==> config.mk <==
export PLATFORM = sky130hd
export DESIGN_NAME = bbc_ctrl
export DESIGN_NICKNAME = d
export VERILOG_FILES = /design/src/sv/bbc_pkg.sv /design/src/sv/bbc_ctrl.sv
export SDC_FILE = /design/constraint.sdc
export NUM_CORES = 1
export LEC_CHECK = 0
export BUFFER_PORTS_ARGS = -buffer_cell sky130_fd_sc_hd__buf_2
export CAP_MARGIN = 20
export CORE_ASPECT_RATIO = 1.1
export CORE_MARGIN = 8
export CORE_UTILIZATION = 56
export CTS_BUF_LIST = sky130_fd_sc_hd__clkbuf_4
export CTS_CLUSTER_SIZE = 24
export DETAILED_ROUTE_END_ITERATION = 10
export GPL_ROUTABILITY_DRIVEN = 0
export GPL_TIMING_DRIVEN = 0
export PLACE_DENSITY = 0.9
export SLEW_MARGIN = 20
export SYNTH_ARGS = -nofsm -noshare
export SYNTH_HDL_FRONTEND = slang
export SYNTH_SLANG_ARGS = --single-unit
==> constraint.sdc <==
create_clock -name clk_i -period 3.23 [get_ports clk_i]
set_clock_uncertainty 0.2 [all_clocks]
set_input_delay 0.323 -clock clk_i [delete_from_list [all_inputs] [get_ports clk_i]]
set_output_delay 0.323 -clock clk_i [all_outputs]
set_load 0.01 [all_outputs]
==> src/sv/bbc_pkg.sv <==
package bbc_pkg;

  localparam int unsigned CharWidth = 8;

  localparam logic [CharWidth-1:0] ChParenOpen   = 8'h28;
  localparam logic [CharWidth-1:0] ChParenClose  = 8'h29;
  localparam logic [CharWidth-1:0] ChSquareOpen  = 8'h5B;
  localparam logic [CharWidth-1:0] ChSquareClose = 8'h5D;
  localparam logic [CharWidth-1:0] ChCurlyOpen   = 8'h7B;
  localparam logic [CharWidth-1:0] ChCurlyClose  = 8'h7D;

  typedef enum logic [1:0] {
    StatusOk       = 2'd0,
    StatusMismatch = 2'd1,
    StatusUnclosed = 2'd2,
    StatusOverflow = 2'd3
  } bbc_status_e;

  typedef logic [CharWidth-1:0] bbc_char_t;

  typedef struct packed {
    logic push;
    logic pop;
  } bbc_op_t;

  typedef struct packed {
    logic        valid;
    bbc_status_e status;
  } bbc_res_t;

  // opener that pairs with a closer, zero when not a closer
  function automatic bbc_char_t opener_for(bbc_char_t c);
    bbc_char_t w;
    w = '0;
    case (c)
      ChParenClose:  w = ChParenOpen;
      ChSquareClose: w = ChSquareOpen;
      ChCurlyClose:  w = ChCurlyOpen;
      default:       w = '0;
    endcase
    return w;
  endfunction

endpackage

==> src/sv/bbc_ctrl.sv <==
module bbc_ctrl import bbc_pkg::*; #(
  parameter int unsigned StackDepth = 128
) (
  input  logic      clk_i,
  input  logic      rst_ni,
  input  logic      accept_i,
  input  bbc_char_t ch_i,
  input  logic      last_i,
  input  bbc_char_t top_i,
  output bbc_op_t   op_o,
  output bbc_res_t  res_o
);

  localparam int unsigned CountWidth = $clog2(StackDepth + 1);
  localparam logic [CountWidth-1:0] CountFull = CountWidth'(StackDepth);

  logic [CountWidth-1:0] count_q, count_d;
  bbc_status_e           err_q, err_d;
  bbc_char_t             want;
  logic [CountWidth-1:0] count_n;
  bbc_status_e           err_n;

  always_comb begin
    want    = opener_for(ch_i);
    count_n = count_q;
    err_n   = err_q;
    op_o    = '0;
    res_o   = '0;
    if (accept_i && (err_q == StatusOk)) begin
      if (want != '0) begin
        if (count_q == '0) begin
          err_n = StatusMismatch;
        end else begin
          op_o.pop = 1'b1;
          count_n  = count_q - 1'b1;
          if (top_i != want) begin
            err_n = StatusMismatch;
          end
        end
      end else begin
        if (count_q == CountFull) begin
          err_n = StatusOverflow;
        end else begin
          op_o.push = 1'b1;
          count_n   = count_q + 1'b1;
        end
      end
    end
    count_d = count_n;
    err_d   = err_n;
    if (accept_i && last_i) begin
      res_o.valid = 1'b1;
      if (err_n != StatusOk) begin
        res_o.status = err_n;
      end else if (count_n != '0) begin
        res_o.status = StatusUnclosed;
      end else begin
        res_o.status = StatusOk;
      end
      count_d = '0;
      err_d   = StatusOk;
    end
  end

  always_ff @(posedge clk_i or negedge rst_ni) begin
    if (!rst_ni) begin
      count_q <= '0;
      err_q   <= StatusOk;
    end else begin
      count_q <= count_d;
      err_q   <= err_d;
    end
  end

endmodule

# Yosys cells after proc, flatten, opt, wreduce, memory -nomap -nowiden
# Cells that the tools add are included.
[word_totals]
regBits = 10
in_bits = 20
out_inout_bits = 5
wordCells = 36
[op_classes]
addsub = 2
n_eq_ne = 5
mux = 20
n_reduce_logical = 7
[ops]
columns = ["operator", "n"]
rows = [
  ["8-bit 2-to-1 mux", 5],
  ["7-bit one-hot mux with 3 select lines", 1],
  ["2-bit 2-to-1 mux", 9],
  ["8-bit by 7-bit == test with 1-bit output, second input constant", 2],
  ["8-bit nonzero test", 2],
  ["8-bit by 1-bit adder with 8-bit output, second input constant", 1],
  ["8-bit by 6-bit == test with 1-bit output, second input constant", 1],
  ["8-bit == test, second input constant", 1],
  ["8-bit zero test", 1],
  ["8-bit != test", 1],
  ["8-bit by 1-bit subtractor with 8-bit output, second input constant", 1],
  ["1-bit 2-to-1 mux", 4],
  ["3-bit 2-to-1 mux", 1],
  ["1-bit logical AND", 2],
  ["2-bit zero test", 1],
  ["2-bit nonzero test", 1],
]

# Logic depth before layout (Yosys ltp)
[depth]
word_depth = 10
mapped_depth = 9
depth_no_buf = 8

# Worst setup path after synthesis
# OpenSTA, ideal clock, no wires.
[synth_path]
kind = "register to output"
from = "register count_q[0]"
to = "output port res_o[1] (netlist name)"
arrival_ps = 2201
required_ps = 2707
slack_ps = 506
path_stages_with_launch = 10
path_buffers = 1
path_cell_list = "dfrtp_1 clkbuf_1 inv_1 ha_1 nor4b_4 nand3_1 o22a_1 o211ai_1 nor4b_1 a221oi_2"
[synth_lines]
columns = ["item", "line", "source"]
rows = [
  ["start: declaration", "bbc_ctrl.sv:17", "logic [CountWidth-1:0] count_q, count_d;"],
  ["start signal: assignment", "bbc_ctrl.sv:70", "count_q <= count_d;"],
  ["end: declaration", "bbc_ctrl.sv:11", "output bbc_res_t res_o"],
]

==> reports/results.ini <==
[global_routing]
grt.overflow.total=0
grt_pass1_vias=1351
grt_max_degree=12
antenna_found_initial=0
grt_pass1_wl_um=5620
track_usage=0.179

[floorplanning]
core_mm2=0.00200
num_io_pins=25
start_util=0.592
die_x_um=59.8
rows=17
dieArea_mm2=0.00384
die_y_um=64.2

[yosys]
syn_area_per_cell_um2=7.74
netlist_area_mm2=0.00118
synth_top_family_by_area=simple AND/OR/NAND/NOR gates
synth_adder_area_share=0.0211
seq_area_frac_synth=0.211
synth_compound_area_frac=0.253
postSynthNetCount=175
synth_simple_gate_area_frac=0.394
synthXorXnorAreaFrac=0.0222
synth_async_sr_flop_share=1.00
synth.mux.area_fraction=0.0349
ys_dominant_reg_cell=dfrtp_1
syn_inst=153
synth_seq_cells=10
synth-edff-count=0
synth.distinct_cells=50
yosysWarnings=0

[routing]
first_iter_violations=85
antenna_left=0
drcViolationCount=0
drtPass1Iterations=4
vias_per_cell=6.63
wl_per_cell_um=17.5
vias=1418
totalWireLength_um=3740

[finish]
fill_cells=150
post-route-util=0.752
nNetsFinal=210
area_growth_pct=27.1
n_antenna_cell=0
seq_area_um2=253
multi_input_area_um2=942
drive_above_1_share=0.312

[placed_design]
hpwl_um=2700
port_buffers=24

[power_and_ir_drop]
powerDensity_mw_per_mm2=716
finalPower_mw=1.08
p_leak_nw=0.635
ir_drop_uv=600

[clock_tree]
cts_tree=yes
clk-insertion-delay-late_ns=0.26
cts_max_level=1
cts.sinks=10
clk_pin_slew_worst_paths_ns=0.06
cts_root_buffer=clkbuf_4
numCtsBuffers=3
clk_path_buf_depth=2

[worst_setup_path]
r2r_cells=7
cp-start-kind=flip-flop
crit_path_end_kind=output pin
cp_max_fo=10
cp_data_required_time_ns=2.71
cp.arrival_ns=2.62
crit_type=flip-flop to output pin

[sta]
period_needed_ns=3.14
slew_violations=0
fmax_ghz=0.318
relSlewSlack=0.532
setup_viol=0
min_period_over_period=0.972
finalHoldViolCount=0
worst_slew_pin_slew_ns=0.697

[run_status]
status=completed

[job]
drv_cap=0

[hold_path]
min_path_type=input port to asynchronous set/reset pin

## flip-flops by register name (all words and copies together), names as in the netlist
| register | count |
|---|---|
| err_q | 2 |
| count_q | 8 |
## final cells by class
class / instances / area share
repair buffers: 31 / 0.116
clock buffers: 3 / 0.0150
multi-input cells: 124 / 0.626
well taps: 28 / 0.0233
flip-flops and latches: 10 / 0.168
inverters: 8 / 0.0200
plain buffers: 10 / 0.0308
## timing repair
action,in CTS,in global routing
hold endpoints to repair,10,0
endpoints found under the setup margin,2,2
buffers inserted,1,5
hold buffers,1,0
gates resized for setup,1,20
pin swaps,0,1
## report_power, final
part           switching [mW]  total, mW  internal, mW
sequential             0.0645      0.235         0.170
clock                  0.0355     0.0781        0.0426
combinational           0.427      0.764         0.337
## cell usage after synthesis (2+ instances only)
cell type,count,area share
a31oi_1,5,0.026
nand3b_1,2,0.013
or3b_1,2,0.015
o2111ai_1,3,0.022
mux2i_1,3,0.025
nor4b_4,2,0.040
nand3_1,8,0.034
nand4_1,3,0.016
or4_1,2,0.013
and3_1,6,0.032
nand2b_1,3,0.016
ha_1,2,0.021
nor4_1,3,0.016
buf_2,2,0.0085
o21ai_1,2,0.0085
xnor2_1,3,0.022
nor2b_1,2,0.011
nand2_1,10,0.032
nor2_1,17,0.054
nor3b_1,2,0.013
clkbuf_1,7,0.022
inv_1,8,0.025
o211ai_1,7,0.044
nor3_1,4,0.017
nor4b_1,2,0.015
dfrtp_1,10,0.21
and2_1,6,0.032
a21oi_1,5,0.021
## worst max-delay path: stages, from the launching register on
cell      delay [ns]
dfrtp_1         0.41
or3b_1          0.37
clkbuf_4        0.18
clkbuf_2        0.22
a211oi_1        0.22
mux2i_1         0.12
a32oi_1         0.28
nor4b_2         0.11
a221oi_2        0.27
buf_2           0.17
## cells by family (layout without fill, tap and decap cells)
group | count (synthesis) | count (layout)
AOI/OAI and AO/OA | 37 | 37
xor gates and xnor gates | 3 | 3
adders and majority gates | 2 | 2
buffers and inverters | 19 | 52
DFF | 10 | 10
muxes | 4 | 4
and+or+nand+nor | 78 | 78
## stage by stage
| step | TNS [ns] | instances | setup WS, ns | cell area (um2) | hold slack, ns |
|---|---|---|---|---|---|
| after global placement | 0 | 205 | 0.0484 | 1340 | -0.0157 |
| after global routing | -0.0293 | 214 | -0.0293 | 1500 | 0.288 |
| after detailed placement | -0.0942 | 205 | -0.0942 | 1340 | -0.0132 |
| after floorplan | 0 | 153 | 0.506 | 1180 | -0.173 |
| final | 0 | 214 | 0.0888 | 1500 | 0.260 |
| after CTS | 0 | 209 | 0.00842 | 1380 | 0.248 |
## path summary, 6_finish.rpt
path	slack [ns]	to	start
max in group asynchronous	2.37	count_q[1]$_DFF_PN0_	rst_ni
min in group clk_i	0.33	count_q[2]$_DFF_PN0_	last_i
worst min register to register	0.42	err_q[1]$_DFF_PN0_	err_q[1]$_DFF_PN0_
worst min-delay path	0.26	count_q[2]$_DFF_PN0_	rst_ni
worst max register to register	0.97	count_q[3]$_DFF_PN0_	err_q[1]$_DFF_PN0_
worst max-delay path	0.09	res_o[1]	err_q[1]$_DFF_PN0_
## cell usage in the layout, fill, tap and decap left out, types with 3 or more instances in the layout
cell type and instances:
buf_2 25, nor2_1 16, nand2_1 10, dfrtp_1 8, o211ai_1 7, nand3_1 7, inv_1 6, and2_1 6
buf_4 6, clkbuf_1 5, and3_1 5, a21oi_1 5, a31oi_1 5, clkbuf_4 4, clkbuf_2 3, nand2b_1 3
mux2i_1 3, xnor2_1 3, o2111ai_1 3, nand4_1 3
## metal layers
metal / wire length (um) / vias to the layer above / GRT usage
li1: - / 650 / -
met3: 338 / 20 / 0.0400
met5: 0 / - / 0
met4: 145 / 0 / 0.0866
met2: 1990 / 84 / 0.325
met1: 1270 / 664 / 0.183
Power figures use the tool's default switching activity.
